<file path="config.mk">
export PLATFORM = sky130hd
export DESIGN_NAME = motor_drive_supervisor_core_flat
export DESIGN_NICKNAME = d
export VERILOG_FILES = /design/src/design/mds_pkg.sv /design/src/design/mds_if.sv /design/src/design/mds_cfg_regs.sv /design/src/design/mds_cal_unit.sv /design/src/design/mds_fsm.sv /design/src/design/motor_drive_supervisor_core.sv /design/src/flat_wrapper.sv
export VERILOG_INCLUDE_DIRS = /design/src /design/src/design
export SDC_FILE = /design/constraint.sdc
export NUM_CORES = 1
export LEC_CHECK = 0
export BUFFER_PORTS_ARGS = -buffer_cell sky130_fd_sc_hd__buf_2
export CORE_ASPECT_RATIO = 0.7
export CORE_UTILIZATION = 24
export CTS_CLUSTER_SIZE = 28
export DETAILED_ROUTE_END_ITERATION = 7
export REMOVE_ABC_BUFFERS = 1
export SYNTH_ARGS = -nofsm -noshare
export SYNTH_HDL_FRONTEND = slang
export SYNTH_SLANG_ARGS = --single-unit
</file>
<file path="constraint.sdc">
create_clock -name clk -period 3.2 [get_ports clk]
set_input_delay 0.16 -clock clk [delete_from_list [all_inputs] [get_ports clk]]
set_output_delay 0.16 -clock clk [all_outputs]
set_load 0.01 [all_outputs]
</file>
<file path="src/design/motor_drive_supervisor_core_assert.svh">
// ----------------------------------------------------------------------------
// Motor drive supervisor assertion macros
// Concurrent assertion wrappers; they compile to nothing for synthesis.
// ----------------------------------------------------------------------------
`ifndef MOTOR_DRIVE_SUPERVISOR_CORE_ASSERT_SVH
`define MOTOR_DRIVE_SUPERVISOR_CORE_ASSERT_SVH

`ifndef SYNTHESIS

// Same-cycle implication
`define MDS_ASSERT_IMP(label, clk, rst_n, ante, cons) \
    label: assert property (@(posedge clk) disable iff (!rst_n) (ante) |-> (cons)) \
        else $error("motor drive supervisor assertion failed");

// Next-cycle implication
`define MDS_ASSERT_NEXT(label, clk, rst_n, ante, cons) \
    label: assert property (@(posedge clk) disable iff (!rst_n) (ante) |=> (cons)) \
        else $error("motor drive supervisor assertion failed");

`else

`define MDS_ASSERT_IMP(label, clk, rst_n, ante, cons)

`define MDS_ASSERT_NEXT(label, clk, rst_n, ante, cons)

`endif

`endif

</file>
<file path="src/design/mds_pkg.sv">
`timescale 1ns / 1ps
// ----------------------------------------------------------------------------
// Motor drive supervisor package
// Shared types, codes and constants for the supervisor core.
// ----------------------------------------------------------------------------
package mds_pkg;

    // Field widths
    localparam int ADC_W   = 12;
    localparam int MV_W    = 16;
    localparam int FAULT_W = 5;
    localparam int CFG_W   = 16;
    localparam int CFG_IDX_W = 2;

    // Defaults and fixed limits
    localparam int         CAL_SAMPLES_DEF = 256;
    localparam logic [15:0] ADC_FULL       = 16'd4095;

    // Opcodes
    localparam logic [1:0] OP_TICK    = 2'd0;
    localparam logic [1:0] OP_ENABLE  = 2'd1;
    localparam logic [1:0] OP_DISABLE = 2'd2;
    localparam logic [1:0] OP_RESTART = 2'd3;

    // Reported mode codes
    localparam logic [1:0] MODE_CAL   = 2'd0;
    localparam logic [1:0] MODE_READY = 2'd1;
    localparam logic [1:0] MODE_RUN   = 2'd2;
    localparam logic [1:0] MODE_FAULT = 2'd3;

    // Fault flag bit positions
    localparam int FB_VLOW  = 0;
    localparam int FB_VHIGH = 1;
    localparam int FB_ENC   = 2;
    localparam int FB_SAT   = 3;
    localparam int FB_TEMP  = 4;

    // Configuration register indexes
    localparam logic [CFG_IDX_W-1:0] CFG_VBUS_MIN   = 2'd0;
    localparam logic [CFG_IDX_W-1:0] CFG_VBUS_MAX   = 2'd1;
    localparam logic [CFG_IDX_W-1:0] CFG_TEMP_LIMIT = 2'd2;
    localparam logic [CFG_IDX_W-1:0] CFG_TEMP_FLOOR = 2'd3;

    // Configuration reset values
    localparam logic [MV_W-1:0]  VBUS_MIN_RST   = 16'd8000;
    localparam logic [MV_W-1:0]  VBUS_MAX_RST   = 16'd26000;
    localparam logic [ADC_W-1:0] TEMP_LIMIT_RST = 12'd3004;
    localparam logic [ADC_W-1:0] TEMP_FLOOR_RST = 12'd12;

    typedef enum logic [3:0] {
        ST_CAL   = 4'b0001,
        ST_READY = 4'b0010,
        ST_RUN   = 4'b0100,
        ST_FAULT = 4'b1000
    } state_t;

    typedef logic [2:0][ADC_W-1:0] phase_codes_t;

    typedef struct packed {
        logic [1:0]       opcode;
        logic [ADC_W-1:0] adc_iu;
        logic [ADC_W-1:0] adc_iv;
        logic [ADC_W-1:0] adc_iw;
        logic [ADC_W-1:0] adc_temp;
        logic [MV_W-1:0]  vbus_mv;
        logic             encoder_ok;
    } req_t;

    typedef struct packed {
        logic [MV_W-1:0]  vbus_min_mv;
        logic [MV_W-1:0]  vbus_max_mv;
        logic [ADC_W-1:0] temp_code_limit;
        logic [ADC_W-1:0] temp_code_floor;
    } cfg_t;

    typedef struct packed {
        logic accumulate;
        logic restart;
    } cal_ctrl_t;

    typedef struct packed {
        logic [1:0]         mode;
        logic [FAULT_W-1:0] fault_flags;
        logic               drive_on;
        logic               enable_accepted;
    } sup_result_t;

    typedef struct packed {
        sup_result_t  sup;
        phase_codes_t offsets;
    } rsp_t;

    function automatic logic [1:0] mode_code(input state_t st);
        logic [1:0] code;
        begin
            case (st)
                ST_CAL:   code = MODE_CAL;
                ST_READY: code = MODE_READY;
                ST_RUN:   code = MODE_RUN;
                ST_FAULT: code = MODE_FAULT;
                default:  code = MODE_CAL;
            endcase
            return code;
        end
    endfunction

    function automatic logic adc_saturated(input logic [ADC_W-1:0] code);
        return (code == '0) || ({{(16 - ADC_W){1'b0}}, code} == ADC_FULL);
    endfunction

endpackage

</file>
<file path="src/design/mds_if.sv">
`timescale 1ns / 1ps
// ----------------------------------------------------------------------------
// Motor drive supervisor channel interfaces
// Request and response channels with valid/ready handshake.
// ----------------------------------------------------------------------------
interface mds_req_if
    import mds_pkg::*;
();
    logic             valid;
    logic             ready;
    logic [1:0]       opcode;
    logic [ADC_W-1:0] adc_iu;
    logic [ADC_W-1:0] adc_iv;
    logic [ADC_W-1:0] adc_iw;
    logic [ADC_W-1:0] adc_temp;
    logic [MV_W-1:0]  vbus_mv;
    logic             encoder_ok;

    modport source (output valid, opcode, adc_iu, adc_iv, adc_iw, adc_temp, vbus_mv,
                    encoder_ok, input ready);
    modport sink   (input valid, opcode, adc_iu, adc_iv, adc_iw, adc_temp, vbus_mv,
                    encoder_ok, output ready);
endinterface

interface mds_rsp_if
    import mds_pkg::*;
();
    logic               valid;
    logic               ready;
    logic [1:0]         mode;
    logic [FAULT_W-1:0] fault_flags;
    logic               drive_on;
    logic               enable_accepted;
    logic [ADC_W-1:0]   offset_u;
    logic [ADC_W-1:0]   offset_v;
    logic [ADC_W-1:0]   offset_w;

    modport source (output valid, mode, fault_flags, drive_on, enable_accepted, offset_u,
                    offset_v, offset_w, input ready);
    modport sink   (input valid, mode, fault_flags, drive_on, enable_accepted, offset_u,
                    offset_v, offset_w, output ready);
endinterface

</file>
<file path="src/design/mds_cfg_regs.sv">
`timescale 1ns / 1ps
// ----------------------------------------------------------------------------
// Motor drive supervisor configuration registers
// Write-only limit registers for bus voltage and NTC code window.
// ----------------------------------------------------------------------------
module mds_cfg_regs
    import mds_pkg::*;
(
    input  logic                 clk,
    input  logic                 rst_n,
    input  logic                 cfg_we,
    input  logic [CFG_IDX_W-1:0] cfg_index,
    input  logic [CFG_W-1:0]     cfg_wdata,
    output cfg_t                 cfg
);

    cfg_t cfg_reg;
    cfg_t cfg_next;

    // Decode the register write
    always_comb
    begin
        cfg_next = cfg_reg;
        if (cfg_we)
        begin
            case (cfg_index)
                CFG_VBUS_MIN:   cfg_next.vbus_min_mv     = cfg_wdata;
                CFG_VBUS_MAX:   cfg_next.vbus_max_mv     = cfg_wdata;
                CFG_TEMP_LIMIT: cfg_next.temp_code_limit = cfg_wdata[ADC_W-1:0];
                CFG_TEMP_FLOOR: cfg_next.temp_code_floor = cfg_wdata[ADC_W-1:0];
                default:        cfg_next = cfg_reg;
            endcase
        end
    end

    always_ff @(posedge clk or negedge rst_n)
    begin
        if (!rst_n)
        begin
            cfg_reg.vbus_min_mv     <= VBUS_MIN_RST;
            cfg_reg.vbus_max_mv     <= VBUS_MAX_RST;
            cfg_reg.temp_code_limit <= TEMP_LIMIT_RST;
            cfg_reg.temp_code_floor <= TEMP_FLOOR_RST;
        end
        else
        begin
            cfg_reg <= cfg_next;
        end
    end

    assign cfg = cfg_reg;

endmodule

</file>
<file path="src/design/mds_cal_unit.sv">
`timescale 1ns / 1ps
// ----------------------------------------------------------------------------
// Motor drive supervisor calibration unit
// Sums phase-current codes and stores the rounded mean as zero offsets.
// ----------------------------------------------------------------------------
module mds_cal_unit
    import mds_pkg::*;
#(
    parameter int CAL_SAMPLES = CAL_SAMPLES_DEF
)
(
    input  logic         clk,
    input  logic         rst_n,
    input  cal_ctrl_t    ctrl,
    input  phase_codes_t codes,
    output logic         done,
    output phase_codes_t offsets_next
);

    localparam int LogN   = $clog2(CAL_SAMPLES);
    localparam int SumW   = ADC_W + LogN;
    localparam int ShiftW = SumW + LogN;
    localparam int ProdW  = 2 * SumW + 1;
    localparam int CntW   = $clog2(CAL_SAMPLES + 1);
    // Reciprocal ceil(2^ShiftW / N): exact floor division for any SumW-bit sum
    localparam longint unsigned RecipFull =
        ((64'd1 << ShiftW) + 64'(CAL_SAMPLES) - 64'd1) / 64'(CAL_SAMPLES);
    localparam logic [SumW:0]     Recip = RecipFull[SumW:0];
    // Sums start at N/2 so the stored mean rounds to nearest
    localparam logic [SumW-1:0]   Half  = SumW'(CAL_SAMPLES / 2);
    localparam logic [CntW-1:0]   CntN  = CntW'(CAL_SAMPLES);

    logic [CntW-1:0]  count_reg;
    logic [CntW-1:0]  count_next;
    logic [SumW-1:0]  sum_reg [3];
    logic [SumW-1:0]  sum_next [3];
    phase_codes_t     offset_reg;
    phase_codes_t     quot;
    logic             store;

    // Sample counter: done marks the last sample of the run
    assign count_next = count_reg + 1'b1;
    assign done       = (count_next >= CntN);
    assign store      = ctrl.accumulate && done;

    // Per-phase accumulate and divide by reciprocal multiply
    for (genvar p = 0; p < 3; p++)
    begin : g_phase
        logic [ProdW-1:0] prod;

        assign sum_next[p] = sum_reg[p] + SumW'(codes[p]);
        assign prod        = ProdW'(sum_next[p]) * ProdW'(Recip);
        assign quot[p]     = prod[ShiftW +: ADC_W];
        assign offsets_next[p] = store ? quot[p] : offset_reg[p];

        always_ff @(posedge clk or negedge rst_n)
        begin
            if (!rst_n)
            begin
                sum_reg[p]    <= Half;
                offset_reg[p] <= '0;
            end
            else if (ctrl.restart)
            begin
                sum_reg[p] <= Half;
            end
            else if (ctrl.accumulate)
            begin
                sum_reg[p] <= sum_next[p];
                if (done)
                begin
                    offset_reg[p] <= quot[p];
                end
            end
        end
    end

    always_ff @(posedge clk or negedge rst_n)
    begin
        if (!rst_n)
        begin
            count_reg <= '0;
        end
        else if (ctrl.restart)
        begin
            count_reg <= '0;
        end
        else if (ctrl.accumulate)
        begin
            count_reg <= count_next;
        end
    end

endmodule

</file>
<file path="src/design/mds_fsm.sv">
`timescale 1ns / 1ps
// ----------------------------------------------------------------------------
// Motor drive supervisor mode controller
// Calibrate/ready/run/fault state machine with run-time fault checks.
// ----------------------------------------------------------------------------
module mds_fsm
    import mds_pkg::*;
(
    input  logic        clk,
    input  logic        rst_n,
    input  logic        fire,
    input  req_t        req,
    input  cfg_t        cfg,
    input  logic        cal_done,
    output cal_ctrl_t   cal_ctrl,
    output sup_result_t result
);

    state_t             state_reg;
    state_t             state_next;
    logic [FAULT_W-1:0] fault_reg;
    logic [FAULT_W-1:0] fault_next;
    logic               drive_reg;
    logic               drive_next;
    logic               accepted;
    logic [FAULT_W-1:0] flags;
    logic               vbus_in_window;

    // Run-time fault checks
    always_comb
    begin
        flags           = '0;
        flags[FB_VLOW]  = req.vbus_mv < cfg.vbus_min_mv;
        flags[FB_VHIGH] = req.vbus_mv > cfg.vbus_max_mv;
        flags[FB_ENC]   = !req.encoder_ok;
        flags[FB_SAT]   = adc_saturated(req.adc_iu) || adc_saturated(req.adc_iv) ||
                          adc_saturated(req.adc_iw) || adc_saturated(req.adc_temp);
        flags[FB_TEMP]  = (req.adc_temp <= cfg.temp_code_floor) ||
                          (req.adc_temp > cfg.temp_code_limit);
    end

    assign vbus_in_window = (req.vbus_mv >= cfg.vbus_min_mv) &&
                            (req.vbus_mv <= cfg.vbus_max_mv);

    // Next state for one transaction
    always_comb
    begin
        state_next = state_reg;
        fault_next = fault_reg;
        drive_next = drive_reg;
        accepted   = 1'b0;
        cal_ctrl   = '0;
        if (fire)
        begin
            case (req.opcode)
                OP_TICK:
                begin
                    case (state_reg)
                        ST_CAL:
                        begin
                            cal_ctrl.accumulate = 1'b1;
                            if (cal_done)
                            begin
                                state_next = ST_READY;
                            end
                        end
                        ST_RUN:
                        begin
                            fault_next = flags;
                            if (flags != '0)
                            begin
                                drive_next = 1'b0;
                                state_next = ST_FAULT;
                            end
                        end
                        ST_FAULT:
                        begin
                            drive_next = 1'b0;
                        end
                        default:
                        begin
                            state_next = state_reg;
                        end
                    endcase
                end
                OP_ENABLE:
                begin
                    if ((state_reg == ST_READY) && vbus_in_window && req.encoder_ok)
                    begin
                        fault_next = '0;
                        drive_next = 1'b1;
                        state_next = ST_RUN;
                        accepted   = 1'b1;
                    end
                end
                OP_DISABLE:
                begin
                    drive_next = 1'b0;
                    fault_next = '0;
                    state_next = ST_READY;
                end
                OP_RESTART:
                begin
                    drive_next       = 1'b0;
                    fault_next       = '0;
                    cal_ctrl.restart = 1'b1;
                    state_next       = ST_CAL;
                end
                default:
                begin
                    state_next = state_reg;
                end
            endcase
        end
    end

    always_ff @(posedge clk or negedge rst_n)
    begin
        if (!rst_n)
        begin
            state_reg <= ST_CAL;
            fault_reg <= '0;
            drive_reg <= 1'b0;
        end
        else
        begin
            state_reg <= state_next;
            fault_reg <= fault_next;
            drive_reg <= drive_next;
        end
    end

    // Report the state after this transaction
    assign result.mode            = mode_code(state_next);
    assign result.fault_flags     = fault_next;
    assign result.drive_on        = drive_next;
    assign result.enable_accepted = accepted;

endmodule

</file>
<file path="src/design/motor_drive_supervisor_core.sv">
`timescale 1ns / 1ps
// ----------------------------------------------------------------------------
// Motor drive supervisor core
// Gate driver supervisor: current offset calibration, enable gating and
// latched run-time fault detection.
// ----------------------------------------------------------------------------
//  Channel  Dir  Handshake           Payload
//  req      in   valid/ready         opcode, adc_iu/iv/iw, adc_temp, vbus_mv,
//                                    encoder_ok
//  rsp      out  valid/ready         mode, fault_flags, drive_on,
//                                    enable_accepted, offset_u/v/w
//  cfg      in   cfg_we (no stall)   cfg_index, cfg_wdata
//
//  One transaction per cycle unless rsp stalls; results pass the input
//  register, then the result register. Each result is set by one pass through
//  the state update, the fault compares and the offset multiply. Reset puts
//  the block in calibrate with drive off, sums at N/2, flags and offsets
//  cleared. A stalled rsp holds its result; req still takes one transaction
//  into the input register, then stalls until the result is taken.
// ----------------------------------------------------------------------------
`include "motor_drive_supervisor_core_assert.svh"

module motor_drive_supervisor_core
    import mds_pkg::*;
#(
    parameter int CAL_SAMPLES = CAL_SAMPLES_DEF
)
(
    input  logic                 clk,
    input  logic                 rst_n,
    mds_req_if.sink              req,
    mds_rsp_if.source            rsp,
    input  logic                 cfg_we,
    input  logic [CFG_IDX_W-1:0] cfg_index,
    input  logic [CFG_W-1:0]     cfg_wdata
);

    logic         in_valid_reg;
    logic         in_valid_next;
    req_t         in_reg;
    logic         rsp_valid_reg;
    logic         rsp_valid_next;
    rsp_t         rsp_reg;
    logic         fire;
    logic         in_take;
    cfg_t         cfg;
    cal_ctrl_t    cal_ctrl;
    logic         cal_done;
    phase_codes_t offsets_next;
    phase_codes_t codes;
    sup_result_t  sup_result;
    logic         out_drive;
    logic         out_flagged;
    logic         out_accepted;

    // Advance the input register into the result register
    assign fire      = in_valid_reg && (!rsp_valid_reg || rsp.ready);
    assign req.ready = !in_valid_reg || fire;
    assign in_take   = req.valid && req.ready;

    always_comb
    begin
        in_valid_next = in_valid_reg;
        if (in_take)
        begin
            in_valid_next = 1'b1;
        end
        else if (fire)
        begin
            in_valid_next = 1'b0;
        end
    end

    always_comb
    begin
        rsp_valid_next = rsp_valid_reg;
        if (fire)
        begin
            rsp_valid_next = 1'b1;
        end
        else if (rsp.ready)
        begin
            rsp_valid_next = 1'b0;
        end
    end

    always_ff @(posedge clk or negedge rst_n)
    begin
        if (!rst_n)
        begin
            in_valid_reg  <= 1'b0;
            rsp_valid_reg <= 1'b0;
        end
        else
        begin
            in_valid_reg  <= in_valid_next;
            rsp_valid_reg <= rsp_valid_next;
        end
    end

    // Capture the request payload
    always_ff @(posedge clk)
    begin
        if (in_take)
        begin
            in_reg.opcode     <= req.opcode;
            in_reg.adc_iu     <= req.adc_iu;
            in_reg.adc_iv     <= req.adc_iv;
            in_reg.adc_iw     <= req.adc_iw;
            in_reg.adc_temp   <= req.adc_temp;
            in_reg.vbus_mv    <= req.vbus_mv;
            in_reg.encoder_ok <= req.encoder_ok;
        end
    end

    // Hold the result until taken
    always_ff @(posedge clk)
    begin
        if (fire)
        begin
            rsp_reg.sup     <= sup_result;
            rsp_reg.offsets <= offsets_next;
        end
    end

    assign codes[0] = in_reg.adc_iu;
    assign codes[1] = in_reg.adc_iv;
    assign codes[2] = in_reg.adc_iw;

    mds_cfg_regs u_cfg_regs (
        .clk       (clk),
        .rst_n     (rst_n),
        .cfg_we    (cfg_we),
        .cfg_index (cfg_index),
        .cfg_wdata (cfg_wdata),
        .cfg       (cfg)
    );

    mds_cal_unit #(
        .CAL_SAMPLES (CAL_SAMPLES)
    ) u_cal_unit (
        .clk          (clk),
        .rst_n        (rst_n),
        .ctrl         (cal_ctrl),
        .codes        (codes),
        .done         (cal_done),
        .offsets_next (offsets_next)
    );

    mds_fsm u_fsm (
        .clk      (clk),
        .rst_n    (rst_n),
        .fire     (fire),
        .req      (in_reg),
        .cfg      (cfg),
        .cal_done (cal_done),
        .cal_ctrl (cal_ctrl),
        .result   (sup_result)
    );

    assign rsp.valid           = rsp_valid_reg;
    assign rsp.mode            = rsp_reg.sup.mode;
    assign rsp.fault_flags     = rsp_reg.sup.fault_flags;
    assign rsp.drive_on        = rsp_reg.sup.drive_on;
    assign rsp.enable_accepted = rsp_reg.sup.enable_accepted;
    assign rsp.offset_u        = rsp_reg.offsets[0];
    assign rsp.offset_v        = rsp_reg.offsets[1];
    assign rsp.offset_w        = rsp_reg.offsets[2];

    // Qualify the offered result fields
    assign out_drive    = rsp_valid_reg && rsp_reg.sup.drive_on;
    assign out_flagged  = rsp_valid_reg && (rsp_reg.sup.fault_flags != '0);
    assign out_accepted = rsp_valid_reg && rsp_reg.sup.enable_accepted;

    // Drive is only ever on in run
    `MDS_ASSERT_IMP(a_drive_only_in_run, clk, rst_n, out_drive, rsp.mode == MODE_RUN)
    // Latched flags only remain in fault
    `MDS_ASSERT_IMP(a_flags_only_in_fault, clk, rst_n, out_flagged, rsp.mode == MODE_FAULT)
    // An accepted enable leaves the drive on
    `MDS_ASSERT_IMP(a_enable_drives, clk, rst_n, out_accepted, rsp.drive_on && rsp.mode == MODE_RUN)
    // Every processed transaction yields a pending result
    `MDS_ASSERT_NEXT(a_fire_gives_result, clk, rst_n, fire, rsp_valid_reg)

endmodule
</file>
<file path="src/flat_wrapper.sv">
// flat-port wrapper written by rule: the top's interface ports become plain ports
module motor_drive_supervisor_core_flat import mds_pkg::*;
#(
    parameter int CAL_SAMPLES = CAL_SAMPLES_DEF
)
  (clk, rst_n, cfg_we, cfg_index, cfg_wdata, req_valid, req_opcode, req_adc_iu, req_adc_iv, req_adc_iw, req_adc_temp, req_vbus_mv, req_encoder_ok, req_ready, rsp_valid, rsp_mode, rsp_fault_flags, rsp_drive_on, rsp_enable_accepted, rsp_offset_u, rsp_offset_v, rsp_offset_w, rsp_ready);
  mds_req_if req_i ();
  mds_rsp_if rsp_i ();
  input  logic clk;
  input  logic rst_n;
  input  logic cfg_we;
  input  logic [CFG_IDX_W-1:0] cfg_index;
  input  logic [CFG_W-1:0] cfg_wdata;
  input wire logic [$bits(req_i.valid)-1:0] req_valid;
  input wire logic [$bits(req_i.opcode)-1:0] req_opcode;
  input wire logic [$bits(req_i.adc_iu)-1:0] req_adc_iu;
  input wire logic [$bits(req_i.adc_iv)-1:0] req_adc_iv;
  input wire logic [$bits(req_i.adc_iw)-1:0] req_adc_iw;
  input wire logic [$bits(req_i.adc_temp)-1:0] req_adc_temp;
  input wire logic [$bits(req_i.vbus_mv)-1:0] req_vbus_mv;
  input wire logic [$bits(req_i.encoder_ok)-1:0] req_encoder_ok;
  output wire logic [$bits(req_i.ready)-1:0] req_ready;
  output wire logic [$bits(rsp_i.valid)-1:0] rsp_valid;
  output wire logic [$bits(rsp_i.mode)-1:0] rsp_mode;
  output wire logic [$bits(rsp_i.fault_flags)-1:0] rsp_fault_flags;
  output wire logic [$bits(rsp_i.drive_on)-1:0] rsp_drive_on;
  output wire logic [$bits(rsp_i.enable_accepted)-1:0] rsp_enable_accepted;
  output wire logic [$bits(rsp_i.offset_u)-1:0] rsp_offset_u;
  output wire logic [$bits(rsp_i.offset_v)-1:0] rsp_offset_v;
  output wire logic [$bits(rsp_i.offset_w)-1:0] rsp_offset_w;
  input wire logic [$bits(rsp_i.ready)-1:0] rsp_ready;
  assign req_i.valid = req_valid;
  assign req_i.opcode = req_opcode;
  assign req_i.adc_iu = req_adc_iu;
  assign req_i.adc_iv = req_adc_iv;
  assign req_i.adc_iw = req_adc_iw;
  assign req_i.adc_temp = req_adc_temp;
  assign req_i.vbus_mv = req_vbus_mv;
  assign req_i.encoder_ok = req_encoder_ok;
  assign req_ready = req_i.ready;
  assign rsp_valid = rsp_i.valid;
  assign rsp_mode = rsp_i.mode;
  assign rsp_fault_flags = rsp_i.fault_flags;
  assign rsp_drive_on = rsp_i.drive_on;
  assign rsp_enable_accepted = rsp_i.enable_accepted;
  assign rsp_offset_u = rsp_i.offset_u;
  assign rsp_offset_v = rsp_i.offset_v;
  assign rsp_offset_w = rsp_i.offset_w;
  assign rsp_i.ready = rsp_ready;
  motor_drive_supervisor_core #(.CAL_SAMPLES(CAL_SAMPLES)) u_core (.clk(clk), .rst_n(rst_n), .req(req_i), .rsp(rsp_i), .cfg_we(cfg_we), .cfg_index(cfg_index), .cfg_wdata(cfg_wdata));
endmodule
</file>
==> flow_summary.json, run 1 <==
{
  "post_dp_cell_area_sq_mm": 0.0154,
  "final_area_sq_mm": 0.0176,
  "p_comb_frac": 0.147,
  "avgRoutedWirePerCell_microns": 15.2,
  "coreArea_sq_mm": 0.0567,
  "portBuffers": 136,
  "rsz0062_at_grt": "yes",
  "power.internal_mw": 7.42,
  "grt_util_all_layers": 0.117,
  "drive_above_1_share": 0.204,
  "setup_viol": 0,
  "finClkSkew_ns": 0.0199,
  "die_x_microns": 288,
  "place.gp.congestion": 0.861,
  "htree_levels": 2,
  "async_reset_ff_frac": 0.607,
  "nFillCells": 5707,
  "max_freq_mhz": 327,
  "holdWs_ns": 0.0328,
  "synth-edff-count": 112,
  "grt.overflow.total": 0,
  "tns_ns": 0,
  "syn-instance-count": 1225,
  "cp_max_fo": 4,
  "post_synth_num_cell_types": 69,
  "cap_viol_max_count": 0,
  "antenna_found_initial": 1,
  "synth-warning-count": 0,
  "crit_required_ns": 3.56,
  "multiInputGateArea_sq_mm": 0.00566,
  "clk_latency_ns": 0.55,
  "cts_sinks": 285,
  "fin_cells": 2241,
  "syn_area_sq_mm": 0.0138,
  "end_kind": "register",
  "max_stage_delay_ns": 0.53,
  "cpMaxStageDelayCell": "dfstp_2",
  "grt_pass1_vias": 9732,
  "clock_power_share": 0.422,
  "drt-pass1-iter-count": 7,
  "die_h_microns": 203,
  "grt_max_degree": 65,
  "final_antenna_net_count": 0,
  "boundaryPins": 137,
  "slew_viol_final": 0,
  "timing.slew.headroom": 0.330,
  "path_cells": "inv_1, ha_1, nand4_1, nor2_1, o2bb2ai_1, o41a_1, or3_1, a211oi_4, xnor2_1, nor3b_1",
  "peakVddDrop_v": 0.000299,
  "cts_tree": "done",
  "vias_per_cell": 4.48,
  "start_util": 0.243,
  "post_cts_buffers": 0,
  "cts_buffer_depth": 3,
  "nets": 1650,
  "p_seq_frac": 0.432,
  "path_class": "register to register",
  "hpwl_mm": 24.0,
  "die_area_sq_mm": 0.0584,
  "swShare": 0.259,
  "hold_violations": 0,
  "outcome": "complete, but fails checks",
  "cp.arrival_ns": 3.42,
  "period_needed_ns": 3.06,
  "vias": 10000,
  "grt_first_pass_wirelength_mm": 53.8,
  "final-seq-area_sq_mm": 0.00772,
  "area_growth_pct": 27.8,
  "synth.avg_cell_area_sq_um": 11.3,
  "hold_class": "input pin to register",
  "synth_seq_area_share": 0.560,
  "numCtsBuffers": 35,
  "cp-start-kind": "register",
  "clk_pin_slew_ns": 0.06,
  "layout_common_cells": "dfrtp_1, o21ai_0, nand2_1",
  "min_period_over_period": 0.956,
  "violations": "design-rule violations",
  "drtIter0Drc": 571,
  "ys_seq_elements": 285,
  "final_common_cell": "dfrtp_1",
  "drc": 3,
  "worst_pin_slew_ns": 1.00,
  "synth_ff_type": "dfrtp_1",
  "powerDensity_mw_per_mm2": 568,
  "fp-row-count": 73,
  "placedCellCount": 2087,
  "wirelength_mm": 34.1,
  "largest_reg_flops": 60,
  "ctsRootBufferMaster": "clkbuf_16",
  "diodes": 0,
  "total_power_mw": 10.0,
  "leakage_nw": 7.50,
  "p_switching_mw": 2.59
}
## metal layers
metal | up-vias | global-route usage | part of all wire
met5 | - | 0 | 0
met4 | 0 | 0.0361 | 0.021
met3 | 49 | 0.0262 | 0.048
met2 | 166 | 0.172 | 0.44
met1 | 4903 | 0.170 | 0.49
li1 | 4922 | - | -
## final cells by class
class                   instances  area share
flip-flops and latches        285       0.438
multi-input cells             814       0.321
repair buffers                243      0.0988
clock buffers                  46      0.0550
well taps                     750      0.0533
inverters                      85      0.0181
clock inverters                18      0.0149
## per-stage QoR
step           setup WS (ns)   util
2_1_floorplan          -1.57      -
3_3_place_gp           0.155  0.272
3_5_place_dp          0.0901  0.272
4_1_cts               0.0902  0.310
5_1_grt               -0.143  0.311
6_report               0.141  0.311
## cell families (layout without fill, tap and decap cells)
logic type	after synthesis	after routing	synth area share
compound gates	310	310	0.138
flops	285	285	0.560
buf+inv	126	392	0.0346
xor+xnor	56	56	0.0356
simple gates	311	311	0.109
fa+ha+maj	96	96	0.0887
mux	41	41	0.0335
## what timing repair did
| item | 4_1_cts | 5_1_grt |
|---|---|---|
| gates resized for setup | 0 | 9 |
| hold buffers | 90 | 0 |
| endpoints found under the setup margin | 0 | 10 |
| endpoints found under the hold margin | 170 | 0 |
## critical path, delay by kind of cell, from the launching register on
kind | cells | cell delay [ns]
and+or+nand+nor | 4 | 0.97
buffers and inverters | 1 | 0.04
xor gates and xnor gates | 1 | 0.15
adders and majority gates | 1 | 0.30
AOI/OAI and AO/OA | 3 | 0.91
DFF | 1 | 0.53
## power groups by stage
stage	combinational (mW)	clock [mW]	sequential, mW
after floorplan	0.905	0	4.35
after CTS	1.46	4.35	4.32
final	1.47	4.22	4.32
after global placement	1.32	0	4.38
after detailed placement	1.36	0	4.39
after global routing	1.66	4.51	4.35
## cell usage after synthesis (all sizes together) (7+ instances only)
cell type / instances / area, sq um
o21ai: 151 / 759
dfrtp: 147 / 3680
nand2: 142 / 533
edfxtp: 112 / 3360
ha: 93 / 1160
inv: 85 / 319
a21oi: 57 / 289
mux2: 41 / 462
xor2: 35 / 307
clkbuf: 33 / 124
nand4: 27 / 175
dfstp: 26 / 683
nor2: 26 / 97.6
nand3: 24 / 120
xnor2: 21 / 184
a31oi: 19 / 119
nor3: 18 / 90.1
a21o: 15 / 113
nor4: 15 / 100
o31ai: 15 / 118
nand2b: 14 / 87.6
or3: 10 / 62.6
and3: 9 / 56.3
buf: 8 / 33.8
nor2b: 8 / 50.1
o21a: 7 / 52.6
## final timing paths
check / startpoint / endpoint / slack (ns) / cells past startpoint
worst max-delay path: u_core.u_cfg_regs.cfg[38] / u_core.rsp.mode[1] / 0.14 / 10
worst min-delay path: cfg_index[0] / u_core.u_cfg_regs.cfg[41] / 0.03 / 3
worst max register to register: u_core.u_cfg_regs.cfg[38] / u_core.rsp.mode[1] / 0.14 / 10
worst min register to register: u_core.u_cal_unit.offset_reg[20] / u_core.u_cal_unit.offset_reg[20] / 0.46 / 2
max in group asynchronous: rst_n / u_core.u_cal_unit.offset_reg[12] / 2.11 / 3
min in group asynchronous: rst_n / u_core.rsp.valid / 0.21 / 2
(Power assumes the default switching activity.)
==> inputs of run 2 (changes only) <==
==> constraint.sdc (replaced) <==
create_clock -name clk -period 3.9 [get_ports clk]
set_input_delay 0.195 -clock clk [delete_from_list [all_inputs] [get_ports clk]]
set_output_delay 0.195 -clock clk [all_outputs]
set_load 0.01 [all_outputs]
==> run 2 against run 1 <==
The flow still finishes with violations (design-rule violations); register-to-register slack improved by 0.65 ns; clock skew decreased by 0.0080 ns; largest power group unchanged; global-route usage about the same; sequential power decreased by 18%; via count decreased by 1.0%; design area decreased by 1.9%; wire length increased by 0.47%; core utilization decreased by 0.59 points; first-iteration DRC count increased by 14%.
==> flow_summary.json, run 2 (synthesis gave the netlist of run 1 again) <==
{
  "boundaryPins": 137,
  "hold_class": "input pin to register",
  "nets": 1635,
  "cp_max_fo": 7,
  "hpwl_mm": 24.0,
  "end_kind": "register",
  "grt.overflow.total": 0,
  "portBuffers": 136,
  "post-route-util": 0.305,
  "grt_max_degree": 68,
  "fin_cells": 2224,
  "cp-start-kind": "register",
  "peakVddDrop_v": 0.000301,
  "hold_violations": 0,
  "tns_ns": 0,
  "place.gp.congestion": 0.844,
  "die_x_microns": 288,
  "leakage_nw": 7.35,
  "vias_per_cell": 4.47,
  "powerDensity_mw_per_mm2": 448,
  "total_power_mw": 7.74,
  "area_growth_pct": 25.3,
  "die_h_microns": 203,
  "ctsRootBufferMaster": "clkbuf_16",
  "outcome": "complete, but fails checks",
  "post_cts_buffers": 0,
  "grt_pass1_vias": 9797,
  "min_period_over_period": 0.797,
  "final_antenna_net_count": 0,
  "grt_util_all_layers": 0.117,
  "cts_buffer_depth": 3,
  "wirelength_mm": 34.2,
  "placedCellCount": 2079,
  "max_freq_mhz": 322,
  "drc": 3,
  "die_area_sq_mm": 0.0584,
  "worst_pin_slew_ns": 0.989,
  "finClkSkew_ns": 0.0120,
  "path_class": "register to register",
  "antenna_found_initial": 1,
  "start_util": 0.243,
  "cp.arrival_ns": 3.42,
  "vias": 9937,
  "timing.slew.headroom": 0.339,
  "drive_above_1_share": 0.193,
  "slew_viol_final": 0,
  "cap_viol_max_count": 0,
  "layout_common_cells": "dfrtp_1, o21ai_0, nand2_1",
  "crit_required_ns": 4.21,
  "coreArea_sq_mm": 0.0567,
  "fp-row-count": 73,
  "diodes": 0,
  "period_needed_ns": 3.11,
  "nFillCells": 5742,
  "cts_sinks": 285,
  "violations": "design-rule violations",
  "grt_first_pass_wirelength_mm": 54.8,
  "drt-pass1-iter-count": 7,
  "drtIter0Drc": 652,
  "clk_latency_ns": 0.57,
  "numCtsBuffers": 31,
  "setup_viol": 0,
  "clk_pin_slew_ns": 0.06,
  "avgRoutedWirePerCell_microns": 15.4,
  "rsz0062_at_grt": "no",
  "largest_reg_flops": 60,
  "cts_tree": "done",
  "htree_levels": 1,
  "final_common_cell": "dfrtp_1"
}
run 2: cell type report:
| type | instances | area, sq um | share of cell area |
|---|---|---|---|
| repair buffers | 232 | 1640 | 0.0948 |
| flip-flops and latches | 285 | 7720 | 0.447 |
| clock inverters | 18 | 206 | 0.0119 |
| multi-input cells | 814 | 5620 | 0.325 |
| well taps | 750 | 938 | 0.0543 |
| clock buffers | 40 | 840 | 0.0486 |
| inverters | 85 | 319 | 0.0185 |
run 2: timing repair:
item / in CTS / in global routing
gates resized for setup: 0 / 0
hold buffers: 87 / 0
endpoints found under the hold margin: 168 / 0
run 2: routing by layer:
layer	global-route usage	wire (microns)
met5	0	0
met4	0.0310	721
met3	0.0230	1820
met2	0.175	14900
met1	0.172	16800
run 2: stage by stage:
| step | hold WS (ns) | worst slack (ns) | area [sq um] |
|---|---|---|---|
| 2_1_floorplan | -0.101 | -0.867 | 13600 |
| 3_3_place_gp | 0.235 | 0.864 | 15400 |
| 3_5_place_dp | 0.245 | 0.789 | 15400 |
| 4_1_cts | 0.144 | 0.759 | 17300 |
| 5_1_grt | 0.192 | 0.467 | 17300 |
| 6_report | 0.180 | 0.791 | 17300 |
run 2: power breakdown:
group / total, mW / internal [mW] / switching [mW] / leakage, nW
logic: 1.18 / 0.514 / 0.669 / 3.50
registers: 3.55 / 3.40 / 0.142 / 3.34
clock network: 3.01 / 1.78 / 1.23 / 0.509
run 2: path summary, 6_finish.rpt:
check,startpoint,end,slack [ns],depth (start not counted)
max,u_core.codes[0],u_core.rsp.offset_u[8],0.79,11
min,cfg_index[0],u_core.u_cfg_regs.cfg[49],0.18,5
max reg2reg,u_core.codes[0],u_core.rsp.offset_u[8],0.79,11
min reg2reg,u_core.u_cal_unit.offset_reg[30],u_core.u_cal_unit.offset_reg[30],0.47,2
max in group asynchronous,rst_n,u_core.u_cal_unit.sum_reg[31],2.67,3
min in group asynchronous,rst_n,u_core.in_valid_reg,0.20,2
run 2: worst max-delay path, stage by stage, from the launching register on:
cell	delay, ns
edfxtp_1	0.39
ha_1	0.19
inv_1	0.06
fa_1	0.40
nor2b_1	0.13
o21a_1	0.14
o21ai_1	0.12
a2111oi_2	0.45
o31ai_2	0.24
nor3b_1	0.44
xnor2_1	0.19
o21ai_0	0.09
==> inputs of run 3 (changes only) <==
--- a/config.mk
+++ b/config.mk
@@ -6,6 +6,7 @@
 export SDC_FILE = /design/constraint.sdc
 export NUM_CORES = 1
 export LEC_CHECK = 0
+export ABC_AREA = 1
 export BUFFER_PORTS_ARGS = -buffer_cell sky130_fd_sc_hd__buf_2
 export CORE_ASPECT_RATIO = 0.7
 export CORE_UTILIZATION = 24
==> constraint.sdc (replaced) <==
create_clock -name clk -period 2.9 [get_ports clk]
set_input_delay 0.145 -clock clk [delete_from_list [all_inputs] [get_ports clk]]
set_output_delay 0.145 -clock clk [all_outputs]
set_load 0.01 [all_outputs]
==> run 3 against run 2 <==
The run now ends clean; global-route usage grew 0.29 points; setup slack got worse by 0.47 ns; sequential cell count unchanged; non-clock buffer count rose by 4; register-to-register slack worse by 0.47 ns; design area up 3.0%; first-iteration DRC count is 11% higher; via count is 10% higher; core utilization about the same; power increased by 63%; sequential power is 50% higher; highest routed layer unchanged.
==> flow_summary.json, run 3 <==
{
  "clk_pin_slew_ns": 0.06,
  "cts_sinks": 285,
  "grt_first_pass_wirelength_mm": 57.6,
  "end_kind": "register",
  "peakVddDrop_v": 0.000399,
  "cp_max_fo": 3,
  "cp_top_family": "simple AND/OR/NAND/NOR gates",
  "drc": 0,
  "synth_ff_type": "dfrtp_1",
  "layout_common_cells": "nand2_1, inv_1, dfrtp_1",
  "netlist_top_cells_count": "nand2_1, inv_1, dfrtp_1, o21ai_0, edfxtp_1",
  "finClkSkew_ns": 0.0143,
  "cp.arrival_ns": 2.89,
  "grt_util_all_layers": 0.120,
  "cts_buffer_depth": 3,
  "htree_levels": 1,
  "avgRoutedWirePerCell_microns": 14.3,
  "r2r-start": "u_core.u_cfg_regs.cfg[19]",
  "grt.overflow.total": 0,
  "netlist_top_cells_area": "dfrtp_1, edfxtp_1, nand2_1, ha_1, dfstp_2",
  "hpwl_mm": 26.2,
  "boundaryPins": 137,
  "numCtsBuffers": 31,
  "place.gp.congestion": 0.854,
  "setup_viol": 0,
  "min_period_over_period": 0.888,
  "powerDensity_mw_per_mm2": 711,
  "cp_common_cell": "nand2_1",
  "vias_per_cell": 4.31,
  "grt_max_degree": 77,
  "largest_reg_flops": 60,
  "syn-instance-count": 1515,
  "coreArea_sq_mm": 0.0583,
  "cp-start-kind": "register",
  "yosysMostFrequentCell": "nand2_1",
  "wirelength_mm": 36.2,
  "fp-row-count": 74,
  "outcome": "finished clean",
  "path_cells": "inv_1, ha_1, nand4_1, nor3_1, nand2_1, nand3_1, o21ai_0, nand2_1, nand2_1, nand3_1, nand2_1, nand2_1, clkinv_1, nand2_1, nand2_1",
  "rsz0062_at_grt": "no",
  "async_reset_ff_frac": 0.607,
  "nFillCells": 5977,
  "antenna_found_initial": 2,
  "post_cts_buffers": 0,
  "area_growth_pct": 25.4,
  "cap_viol_max_count": 0,
  "max_freq_mhz": 388,
  "netlist.area_leader.share": 0.259,
  "die_area_sq_mm": 0.0601,
  "hold_violations": 0,
  "hold_class": "input pin to async pin",
  "start_util": 0.243,
  "die_x_microns": 293,
  "drtIter0Drc": 726,
  "drive_above_1_share": 0.146,
  "leakage_nw": 8.19,
  "holdWs_ns": 0.0400,
  "worst_pin_slew_ns": 1.02,
  "nets": 1938,
  "final_common_cell": "nand2_1",
  "slew_viol_final": 0,
  "synth-edff-count": 112,
  "cts_tree": "done",
  "vias": 11000,
  "synth_top_area_cell": "dfrtp_1",
  "path_class": "register to register",
  "portBuffers": 136,
  "cts_hold_buf": 88,
  "synth.avg_cell_area_sq_um": 9.37,
  "cpMaxStageDelayCell": "dfstp_2",
  "timing.slew.headroom": 0.322,
  "crit_required_ns": 3.22,
  "syn_area_sq_mm": 0.0142,
  "path_buf_inv": 2,
  "ctsResizeCount": 0,
  "crit_start": "u_core.u_cfg_regs.cfg[19]",
  "drt-pass1-iter-count": 5,
  "die_h_microns": 205,
  "synth_seq_area_share": 0.544,
  "period_needed_ns": 2.57,
  "final_antenna_net_count": 0,
  "tns_ns": 0,
  "ctsRootBufferMaster": "clkbuf_16",
  "clk_latency_ns": 0.57,
  "post_synth_num_cell_types": 52,
  "max_stage_delay_ns": 0.53,
  "ys_seq_elements": 285,
  "synth-warning-count": 0,
  "grt_pass1_vias": 11000
}
[run 3: cell count changes after synthesis, moves of 15 or more]
cell,previous run,this run
mux2_2,41,0
o21ai_1,6,27
nand4_1,26,9
a31oi_1,19,4
clkbuf_1,33,15
o21ai_0,144,128
inv_1,85,166
nand3_1,24,79
nor2_1,26,104
nand2_1,142,382
[run 3: worst paths after layout]
check                                                    to  slack, ns  depth (start not counted)
setup / recovery                         u_core.rsp.mode[1]       0.33                         15
hold / removal             u_core.u_cal_unit.offset_reg[17]       0.04                          2
setup reg to reg                         u_core.rsp.mode[1]       0.33                         15
hold reg to reg            u_core.u_cal_unit.offset_reg[18]       0.47                          2
max in group asynchronous         u_core.u_cfg_regs.cfg[28]       1.98                          3
min in group clk                  u_core.u_cfg_regs.cfg[37]       0.17                          5
[run 3: layer usage]
metal,share of wire,track usage
met1,0.50,0.168
met2,0.44,0.191
met3,0.039,0.0200
met4,0.024,0.0340
met5,0,0
[run 3: area by class of cell]
| class | instances | area (sq um) | share of cell area |
|---|---|---|---|
| Clock buffer | 38 | 865 | 0.0486 |
| Clock inverter | 19 | 253 | 0.0142 |
| Timing Repair Buffer | 236 | 1700 | 0.0953 |
| Sequential cell | 285 | 7720 | 0.434 |
| Antenna cell | 2 | 5.00 | 0.000281 |
| Inverter | 175 | 661 | 0.0371 |
| Multi-Input combinational cell | 1023 | 5640 | 0.317 |
| Tap cell | 760 | 951 | 0.0534 |
[run 3: logic make-up (layout without fill, tap and decap cells)]
logic type	Yosys count	count (layout)	synth area share
XOR/XNOR	32	32	0.0198
AND/OR/NAND/NOR	614	614	0.181
other	0	2	0
adder cells (fa/ha/maj)	96	96	0.0862
AO/OA/AOI/OAI	281	281	0.110
flip-flops	285	285	0.544
buffers and inverters	207	468	0.0581
[run 3: stage by stage]
stage | instance area [sq um] | power, mW | setup slack (ns) | instances | utilization
6_report | 17800 | 12.6 | 0.325 | 2538 | 0.305
5_1_grt | 17800 | 13.5 | 0.0274 | 2536 | 0.305
4_1_cts | 17800 | 12.8 | 0.307 | 2536 | 0.305
3_5_place_dp | 15800 | 8.33 | 0.328 | 2391 | 0.271
3_3_place_gp | 15800 | 8.24 | 0.426 | 2391 | 0.271
2_1_floorplan | 14000 | 7.40 | 0.467 | 1483 | -
[run 3: power by group]
| group | internal (mW) | switching (mW) |
|---|---|---|
| clock network | 2.58 | 1.71 |
| logic | 1.16 | 1.87 |
| registers | 4.95 | 0.365 |
